--- config.mk ---
export PLATFORM = sky130hd
export DESIGN_NAME = line_raster_bresenham_octant_core_flat
export DESIGN_NICKNAME = d
export VERILOG_FILES = /design/src/lrbo_pkg.sv /design/src/lrbo_if.sv /design/src/lrbo_front.sv /design/src/lrbo_queue.sv /design/src/lrbo_back.sv /design/src/line_raster_bresenham_octant_core.sv /design/src/flat_wrapper.sv
export VERILOG_INCLUDE_DIRS = /design/src /design/src/src
export SDC_FILE = /design/constraint.sdc
export NUM_CORES = 1
export LEC_CHECK = 0
export ABC_AREA = 1
export BUFFER_PORTS_ARGS = -buffer_cell sky130_fd_sc_hd__buf_2
export CAP_MARGIN = 30
export CORE_MARGIN = 3
export CORE_UTILIZATION = 30
export DETAILED_ROUTE_END_ITERATION = 10
export PLACE_DENSITY_LB_ADDON = 0.08
export SLEW_MARGIN = 15
export SYNTH_ARGS = -nofsm -noshare
export SYNTH_HDL_FRONTEND = slang
export SYNTH_SLANG_ARGS = --single-unit
--- constraint.sdc ---
create_clock -name clk -period 3.02 [get_ports clk]
set_clock_uncertainty 0.2 [all_clocks]
set_input_delay 0.302 -clock clk [delete_from_list [all_inputs] [get_ports clk]]
set_output_delay 0.302 -clock clk [all_outputs]
set_load 0.01 [all_outputs]
--- src/line_raster_bresenham_octant_core_assert.svh ---
// Assertion macros used by the line rasteriser stepper.
`ifndef LINE_RASTER_BRESENHAM_OCTANT_CORE_ASSERT_SVH
`define LINE_RASTER_BRESENHAM_OCTANT_CORE_ASSERT_SVH

// Same-cycle implication, disabled while reset is asserted.
`define LRBO_ASSERT_NOW(label, ante, cons, msg) \
    label: assert property (@(posedge clk) disable iff (!rst_n) (ante) |-> (cons)) \
        else $error(msg);

// Next-cycle implication, disabled while reset is asserted.
`define LRBO_ASSERT_NEXT(label, ante, cons, msg) \
    label: assert property (@(posedge clk) disable iff (!rst_n) (ante) |=> (cons)) \
        else $error(msg);

`endif

--- src/lrbo_pkg.sv ---
// Types and constants for the line rasteriser.
`timescale 1ns / 1ps

package lrbo_pkg;

    localparam int COORD_W     = 6;
    localparam int OCT_W       = 3;
    localparam int D_W         = 9;
    localparam int QUEUE_DEPTH = 2;
    localparam int PTR_W       = $clog2(QUEUE_DEPTH);
    localparam int CNT_W       = $clog2(QUEUE_DEPTH + 1);

    typedef logic [COORD_W-1:0]      coord_t;
    typedef logic [OCT_W-1:0]        oct_t;
    typedef logic signed [D_W-1:0]   dec_t;

    // Octant codes: octant number minus one
    localparam oct_t OCT_1 = 3'd0;
    localparam oct_t OCT_2 = 3'd1;
    localparam oct_t OCT_3 = 3'd2;
    localparam oct_t OCT_4 = 3'd3;
    localparam oct_t OCT_5 = 3'd4;
    localparam oct_t OCT_6 = 3'd5;
    localparam oct_t OCT_7 = 3'd6;
    localparam oct_t OCT_8 = 3'd7;

    // Classified line, as handed from front to back
    typedef struct packed {
        coord_t x0;
        coord_t y0;
        logic   neg_x;
        logic   neg_y;
        logic   shallow;
        logic   tie_diag;
        coord_t major;
        coord_t minor;
        oct_t   oct;
    } job_t;

    typedef struct packed {
        logic valid;
        job_t job;
    } push_t;

    typedef struct packed {
        logic valid;
        job_t job;
    } head_t;

endpackage

--- src/lrbo_if.sv ---
// Handshake interfaces for line requests and pixel words.
`timescale 1ns / 1ps

interface line_req_if;
    logic            valid;
    logic            ready;
    lrbo_pkg::coord_t start_x;
    lrbo_pkg::coord_t start_y;
    lrbo_pkg::coord_t end_x;
    lrbo_pkg::coord_t end_y;

    modport source (output valid, output start_x, output start_y,
                    output end_x, output end_y, input ready);
    modport sink   (input valid, input start_x, input start_y,
                    input end_x, input end_y, output ready);
endinterface

interface pixel_if;
    logic            valid;
    logic            ready;
    lrbo_pkg::coord_t pixel_x;
    lrbo_pkg::coord_t pixel_y;
    lrbo_pkg::oct_t   octant_index;
    logic            last_pixel;

    modport source (output valid, output pixel_x, output pixel_y,
                    output octant_index, output last_pixel, input ready);
    modport sink   (input valid, input pixel_x, input pixel_y,
                    input octant_index, input last_pixel, output ready);
endinterface

--- src/lrbo_front.sv ---
// Request front end: clamps endpoints and classifies the line by octant.
`timescale 1ns / 1ps

module lrbo_front #(
    parameter int TILE_SIZE = 64
) (
    line_req_if.sink        req,
    input  logic            full,
    output lrbo_pkg::push_t push
);
    import lrbo_pkg::*;

    localparam coord_t COORD_MAX = COORD_W'(TILE_SIZE - 1);

    coord_t             x0, y0, x1, y1;
    logic [COORD_W:0]   dx, dy;
    logic               neg_x, neg_y, shallow;
    coord_t             ax, ay;
    oct_t               oct;

    function automatic coord_t clamp(input coord_t c);
        return (c > COORD_MAX) ? COORD_MAX : c;
    endfunction

    always_comb
    begin
        x0    = clamp(req.start_x);
        y0    = clamp(req.start_y);
        x1    = clamp(req.end_x);
        y1    = clamp(req.end_y);
        dx    = {1'b0, x1} - {1'b0, x0};
        dy    = {1'b0, y1} - {1'b0, y0};
        neg_x = dx[COORD_W];
        neg_y = dy[COORD_W];
        ax    = neg_x ? COORD_W'(-dx) : dx[COORD_W-1:0];
        ay    = neg_y ? COORD_W'(-dy) : dy[COORD_W-1:0];
        shallow = (ax >= ay);

        if (shallow)
        begin
            oct = !neg_x ? (!neg_y ? OCT_1 : OCT_8) : (!neg_y ? OCT_4 : OCT_5);
        end
        else
        begin
            oct = !neg_y ? (!neg_x ? OCT_2 : OCT_3) : (!neg_x ? OCT_7 : OCT_6);
        end

        push.valid        = req.valid && !full;
        push.job.x0       = x0;
        push.job.y0       = y0;
        push.job.neg_x    = neg_x;
        push.job.neg_y    = neg_y;
        push.job.shallow  = shallow;
        push.job.tie_diag = (oct == OCT_2) || (oct == OCT_4) ||
                            (oct == OCT_6) || (oct == OCT_7);
        push.job.major    = shallow ? ax : ay;
        push.job.minor    = shallow ? ay : ax;
        push.job.oct      = oct;
    end

    assign req.ready = !full;

endmodule

--- src/lrbo_queue.sv ---
// Short queue of classified lines between front end and stepper.
`timescale 1ns / 1ps

module lrbo_queue (
    input  logic            clk,
    input  logic            rst_n,
    input  lrbo_pkg::push_t push,
    output logic            full,
    input  logic            pop,
    output lrbo_pkg::head_t head
);
    import lrbo_pkg::*;

    job_t              slot_reg [QUEUE_DEPTH];
    logic [PTR_W-1:0]  wr_ptr_reg, rd_ptr_reg;
    logic [CNT_W-1:0]  count_reg;
    logic              do_push, do_pop;

    assign full     = (count_reg == CNT_W'(QUEUE_DEPTH));
    assign do_push  = push.valid && !full;
    assign do_pop   = pop && (count_reg != '0);
    assign head.valid = (count_reg != '0);
    assign head.job   = slot_reg[rd_ptr_reg];

    function automatic logic [PTR_W-1:0] bump(input logic [PTR_W-1:0] p);
        return (p == PTR_W'(QUEUE_DEPTH - 1)) ? '0 : p + 1'b1;
    endfunction

    always_ff @(posedge clk or negedge rst_n)
    begin
        if (!rst_n)
        begin
            wr_ptr_reg <= '0;
            rd_ptr_reg <= '0;
            count_reg  <= '0;
        end
        else
        begin
            if (do_push)
            begin
                wr_ptr_reg <= bump(wr_ptr_reg);
            end
            if (do_pop)
            begin
                rd_ptr_reg <= bump(rd_ptr_reg);
            end
            if (do_push && !do_pop)
            begin
                count_reg <= count_reg + 1'b1;
            end
            else if (do_pop && !do_push)
            begin
                count_reg <= count_reg - 1'b1;
            end
        end
    end

    always_ff @(posedge clk)
    begin
        if (do_push)
        begin
            slot_reg[wr_ptr_reg] <= push.job;
        end
    end

endmodule

--- src/lrbo_back.sv ---
// Line stepper: walks the decision variable and emits one pixel per word.
`timescale 1ns / 1ps

`include "line_raster_bresenham_octant_core_assert.svh"

module lrbo_back (
    input  logic            clk,
    input  logic            rst_n,
    input  lrbo_pkg::head_t head,
    output logic            pop,
    pixel_if.source         pix
);
    import lrbo_pkg::*;

    logic    busy_reg;
    logic    pix_valid_reg;
    job_t    job_reg;
    coord_t  x_reg, y_reg, remain_reg;
    dec_t    d_reg;
    coord_t  px_reg, py_reg;
    oct_t    poct_reg;
    logic    plast_reg;

    logic    out_ok, emit, diag, step_x, step_y;
    dec_t    d_init, inc_axial, inc_diag;

    assign out_ok = !pix_valid_reg || pix.ready;
    assign emit   = busy_reg && out_ok;
    assign pop    = !busy_reg && head.valid;

    always_comb
    begin
        d_init    = dec_t'({2'b00, head.job.minor, 1'b0}) - dec_t'({3'b000, head.job.major});
        inc_axial = dec_t'({2'b00, job_reg.minor, 1'b0});
        inc_diag  = inc_axial - dec_t'({2'b00, job_reg.major, 1'b0});
        // Diagonal on a positive decision, or on a tie in octants 2, 4, 6 and 7
        diag   = (!d_reg[D_W-1] && (d_reg != '0)) || ((d_reg == '0) && job_reg.tie_diag);
        step_x = job_reg.shallow || diag;
        step_y = !job_reg.shallow || diag;
    end

    always_ff @(posedge clk or negedge rst_n)
    begin
        if (!rst_n)
        begin
            busy_reg      <= 1'b0;
            pix_valid_reg <= 1'b0;
        end
        else
        begin
            if (pop)
            begin
                busy_reg <= 1'b1;
            end
            else if (emit && (remain_reg == '0))
            begin
                busy_reg <= 1'b0;
            end

            if (emit)
            begin
                pix_valid_reg <= 1'b1;
            end
            else if (pix.ready)
            begin
                pix_valid_reg <= 1'b0;
            end
        end
    end

    always_ff @(posedge clk)
    begin
        if (pop)
        begin
            job_reg    <= head.job;
            x_reg      <= head.job.x0;
            y_reg      <= head.job.y0;
            remain_reg <= head.job.major;
            d_reg      <= d_init;
        end
        else if (emit)
        begin
            // Advance to the next pixel; the value after the end point is never shown
            if (step_x)
            begin
                x_reg <= job_reg.neg_x ? x_reg - 1'b1 : x_reg + 1'b1;
            end
            if (step_y)
            begin
                y_reg <= job_reg.neg_y ? y_reg - 1'b1 : y_reg + 1'b1;
            end
            d_reg      <= d_reg + (diag ? inc_diag : inc_axial);
            remain_reg <= remain_reg - 1'b1;
        end

        if (emit)
        begin
            px_reg    <= x_reg;
            py_reg    <= y_reg;
            poct_reg  <= job_reg.oct;
            plast_reg <= (remain_reg == '0);
        end
    end

    assign pix.valid        = pix_valid_reg;
    assign pix.pixel_x      = px_reg;
    assign pix.pixel_y      = py_reg;
    assign pix.octant_index = poct_reg;
    assign pix.last_pixel   = plast_reg;

    `LRBO_ASSERT_NEXT(a_end_frees_stepper, emit && (remain_reg == '0), !busy_reg, "stepper still busy after end point")
    `LRBO_ASSERT_NEXT(a_emit_marks_last, emit, plast_reg == ($past(remain_reg) == '0), "end mark out of step with pixel count")
    `LRBO_ASSERT_NEXT(a_major_x_moves, emit && (remain_reg != '0) && job_reg.shallow, x_reg != $past(x_reg), "major x axis failed to advance")
    `LRBO_ASSERT_NEXT(a_major_y_moves, emit && (remain_reg != '0) && !job_reg.shallow, y_reg != $past(y_reg), "major y axis failed to advance")

endmodule

--- src/line_raster_bresenham_octant_core.sv ---
// Top level of the octant line rasteriser: front end, queue and stepper.
// A request is written into the queue, loaded into the stepper, and each pixel word is
// registered at the output. The single stepper loads a new line only once the last is
// done, then emits one pixel per cycle unless stalled; up to two requests wait queued.
// Reset: rst_n clears the queue, the stepper and the pixel valid; no item is in flight.
`timescale 1ns / 1ps

module line_raster_bresenham_octant_core #(
    parameter int TILE_SIZE = 64
) (
    input  logic       clk,
    input  logic       rst_n,
    line_req_if.sink   req,
    pixel_if.source    pix
);
    import lrbo_pkg::*;

    push_t push;
    head_t head;
    logic  full;
    logic  pop;

    lrbo_front #(
        .TILE_SIZE (TILE_SIZE)
    ) u_front (
        .req  (req),
        .full (full),
        .push (push)
    );

    lrbo_queue u_queue (
        .clk   (clk),
        .rst_n (rst_n),
        .push  (push),
        .full  (full),
        .pop   (pop),
        .head  (head)
    );

    lrbo_back u_back (
        .clk   (clk),
        .rst_n (rst_n),
        .head  (head),
        .pop   (pop),
        .pix   (pix)
    );

endmodule

--- src/flat_wrapper.sv ---
// flat-port wrapper written by rule: the top's interface ports become plain ports
module line_raster_bresenham_octant_core_flat import lrbo_pkg::*;
#(
    parameter int TILE_SIZE = 64
)
  (clk, rst_n, req_valid, req_start_x, req_start_y, req_end_x, req_end_y, req_ready, pix_valid, pix_pixel_x, pix_pixel_y, pix_octant_index, pix_last_pixel, pix_ready);
  line_req_if req_i ();
  pixel_if pix_i ();
  input  logic clk;
  input  logic rst_n;
  input wire logic [$bits(req_i.valid)-1:0] req_valid;
  input wire logic [$bits(req_i.start_x)-1:0] req_start_x;
  input wire logic [$bits(req_i.start_y)-1:0] req_start_y;
  input wire logic [$bits(req_i.end_x)-1:0] req_end_x;
  input wire logic [$bits(req_i.end_y)-1:0] req_end_y;
  output wire logic [$bits(req_i.ready)-1:0] req_ready;
  output wire logic [$bits(pix_i.valid)-1:0] pix_valid;
  output wire logic [$bits(pix_i.pixel_x)-1:0] pix_pixel_x;
  output wire logic [$bits(pix_i.pixel_y)-1:0] pix_pixel_y;
  output wire logic [$bits(pix_i.octant_index)-1:0] pix_octant_index;
  output wire logic [$bits(pix_i.last_pixel)-1:0] pix_last_pixel;
  input wire logic [$bits(pix_i.ready)-1:0] pix_ready;
  assign req_i.valid = req_valid;
  assign req_i.start_x = req_start_x;
  assign req_i.start_y = req_start_y;
  assign req_i.end_x = req_end_x;
  assign req_i.end_y = req_end_y;
  assign req_ready = req_i.ready;
  assign pix_valid = pix_i.valid;
  assign pix_pixel_x = pix_i.pixel_x;
  assign pix_pixel_y = pix_i.pixel_y;
  assign pix_octant_index = pix_i.octant_index;
  assign pix_last_pixel = pix_i.last_pixel;
  assign pix_i.ready = pix_ready;
  line_raster_bresenham_octant_core #(.TILE_SIZE(TILE_SIZE)) u_core (.clk(clk), .rst_n(rst_n), .req(req_i), .pix(pix_i));
endmodule
==> results.tsv <==
stage	metric	value	unit
clock_tree	Worst-Skew Late Latency	410	ps
place	GPL Wtd Cong	0.7881	
sta	setup TNS	0	ps
routing	Routed Antenna Nets	0	
final_layout	ANT cells	0	
outcome	outcome	completed	
power	Static Leak	4.112	nW
sta	Max-slew headroom	53.96	%
synth	Synth Register Bits	127	
sta	hold slack	17.77	ps
global_route	largest net degree at the start of global routing	32	
sta	fin crit period	2838	ps
clock_tree	clock root cell	clkbuf_16	
clock_tree	CTS Sinks	127	
global_route	total gr overflow	0	
power	VDD IR max	0.0004051	V
routing	WL final	16.41	mm
run	max cap viols	0	
final_layout	filler cell count	2396	
critical_path	CP endpoint kind	flop	
place	Buffers on Ports	45	
synth	synth warn	0	
min_path	class of the worst hold path	primary input to flop	
synth	post-synthesis sequential area ratio	51.99	%
clock_tree	Num CTS Buffers	17	
sta	Fmax	352.3	MHz
routing	Via Count	5278	
clock_tree	CTS HTree Levels	4	
place	DP Wirelength	12.39	mm
die	Die Height	161.7	um
final_layout	area of the multi-input gates	3137	um^2
final_layout	area delta synth->final	26.91	%
critical_path	CP Data Arrival Time	2800	ps
sta	max-slew violation count	0	
die	Core Area	23680	um^2
synth	EDFF count, synth	121	
sta	Hold Fails Final Rpt	0	
routing	1st-pass router iterations	4	
synth	Post-Syn Nets	843	
global_route	first-pass GRT wire length	27.10	mm
sta	crit share post-route	93.98	%
final_layout	FF/Latch Area	3784	um^2
synth	Mapped Cells	759	
die	initial core utilization	30.73	%
global_route	antenna violations before repair	0	
synth	Post-synth top flop	edfxtp_1	
final_layout	Largest register FFs	60	
synth	Syn Area/Cell	9.588	um^2
routing	initial detailed-routing violation count	250	
sta	Finish-stage setup viols	0	
die	num rows	56	
routing	Vias/cell	4.380	
critical_path	crit path kind	flop to flop	
die	io pins	46	
global_route	vias in the first global route	5363	
synth	Netlist cell types	40	
routing	wire per inst	13.62	um
final_layout	Layout Nets	957	
global_route	gr usage total	13.14	%
critical_path	Max FO, Critical Path	4	
final_layout	layout cells sized above 1	25.28	%
power	power density over the cells	895.7	nW/um^2
power	Design Power	8.272	mW
clock_tree	CTS Buffer Depth	2	
synth	Syn Std Cell Area	7277	um^2
die	DIE WIDTH	161.7	um
synth	FFs w/ async S/R, synth	4.724	%
clock_tree	CTS tree	done	
routing	DRC errors left	0	
critical_path	CP Data Required Time	2990	ps
clock_tree	Clock transition at path regs	60	ps
die	die footprint	26160	um^2
critical_path	CP Launch Type	flop	
sta	Slew @ Worst Pin	687.4	ps
==> placed cells by master, fill, tap and decap left out, types with 6 or more instances in the layout <==
cell type	netlist	routed
nor2_1	32	28
clkbuf_16	0	17
a31oi_1	11	10
xnor2_1	15	15
nand2_1	206	203
edfxtp_1	121	121
dlygate4sd3_1	0	11
nand2_2	4	7
ha_1	49	40
inv_1	96	89
o21ai_1	9	14
a21oi_1	27	23
xor2_1	14	14
nand3_1	35	35
nand4_1	8	8
o21ai_0	28	21
dfrtp_1	6	6
buf_2	10	45
buf_4	0	72
inv_2	2	9
or2_2	13	12
==> critical path, cell delays in order, from the launching register on <==
cell and delay, ps:
edfxtp_1 440, ha_1 350, nand2_1 80, inv_1 50, nand4_1 80, nand3_1 100
xnor2_1 140, a21oi_1 180, ha_1 310, nand2_1 80, inv_1 50, nand4_1 70
nand3_1 100, or2_4 230, nand3_1 70, nand2_1 50
==> per-layer routing <==
layer | vias to the layer above | track usage [%] | routed length (um)
met4 | 0 | 3.490 | 153
met2 | 64 | 21.34 | 7577
met5 | - | 0 | 0
met3 | 10 | 2.882 | 467
li1 | 2749 | - | -
met1 | 2455 | 17.89 | 8210
==> where the power goes <==
part           switching, mW  internal [mW]  total, mW
logic                   1.92           1.36       3.28
registers              0.176           2.64       2.82
clock network          0.782           1.39       2.17
total                   2.88           5.39       8.27
==> worst paths after layout <==
check / from / end / slack [ps] / depth (start not counted)
max in group asynchronous: rst_n / u_core.u_queue.count_reg[0] / 2400 / 2
worst min-delay path: req_start_y[4] / u_core.u_queue.slot_reg[1][23] / 20 / 2
worst max-delay path: u_core.u_back.inc_axial[5] / u_core.u_back.d_reg[7] / 180 / 15
worst max register to register: u_core.u_back.inc_axial[5] / u_core.u_back.d_reg[7] / 180 / 15
min in group asynchronous: rst_n / u_core.u_queue.rd_ptr_reg / 60 / 2
worst min register to register: u_core.u_back.job_reg[0] / u_core.u_back.pix.octant_index[0] / 220 / 0
==> logic make-up after synthesis <==
group	share of synthesized area, %
AOI/OAI and AO/OA	7.307
xor gates and xnor gates	3.714
adders and majority gates	10.35
buffers and inverters	7.136
DFF	51.99
and+or+nand+nor	19.50
==> Yosys cell counts, types with 4 or more instances <==
master	count	area (um^2)
o21ai_0	28	140.1
ha_1	49	613.1
nand2_2	4	25.02
dfrtp_1	6	150.1
a21oi_1	27	135.1
inv_1	96	360.4
edfxtp_1	121	3633
or2_2	13	81.33
o21ai_1	9	45.04
clkbuf_1	26	97.59
nor3_1	4	20.02
nand3_1	35	175.2
xor2_1	14	122.6
o211ai_1	5	37.54
fa_1	7	140.1
nand4_1	8	50.05
nor2_1	32	120.1
nand2_1	206	773.2
buf_2	10	50.05
a31oi_1	11	68.82
xnor2_1	15	131.4
==> layout make-up <==
type | count | share of cell area, %
tap | 319 | 4.322
clock inverter | 15 | 2.235
multi-input combinational | 497 | 33.97
timing repair buffer | 131 | 9.850
clock buffer | 17 | 4.606
inverter | 99 | 4.051
sequential | 127 | 40.97
==> repair_timing <==
action                                 in CTS  in global routing
setup endpoints to repair                   1                 31
gates resized for setup                     1                 38
hold buffers                               11                  0
pin swaps                                   0                 17
buffers inserted                            0                  4
cloned                                      0                  0
endpoints found under the hold margin      25                  0
==> metrics by stage <==
step	util, %	cells	worst slack, ps	cell area, um^2
floorplan	-	759	-62.14	7296
CTS	38.24	1201	13.32	9057
finish	39.00	1205	181.8	9235
global route	39.00	1205	-17.41	9235
detailed placement	35.11	1158	-281.1	8315
global placement	35.11	1158	-212.7	8315
Note: power is estimated with default switching activity, not from simulation.
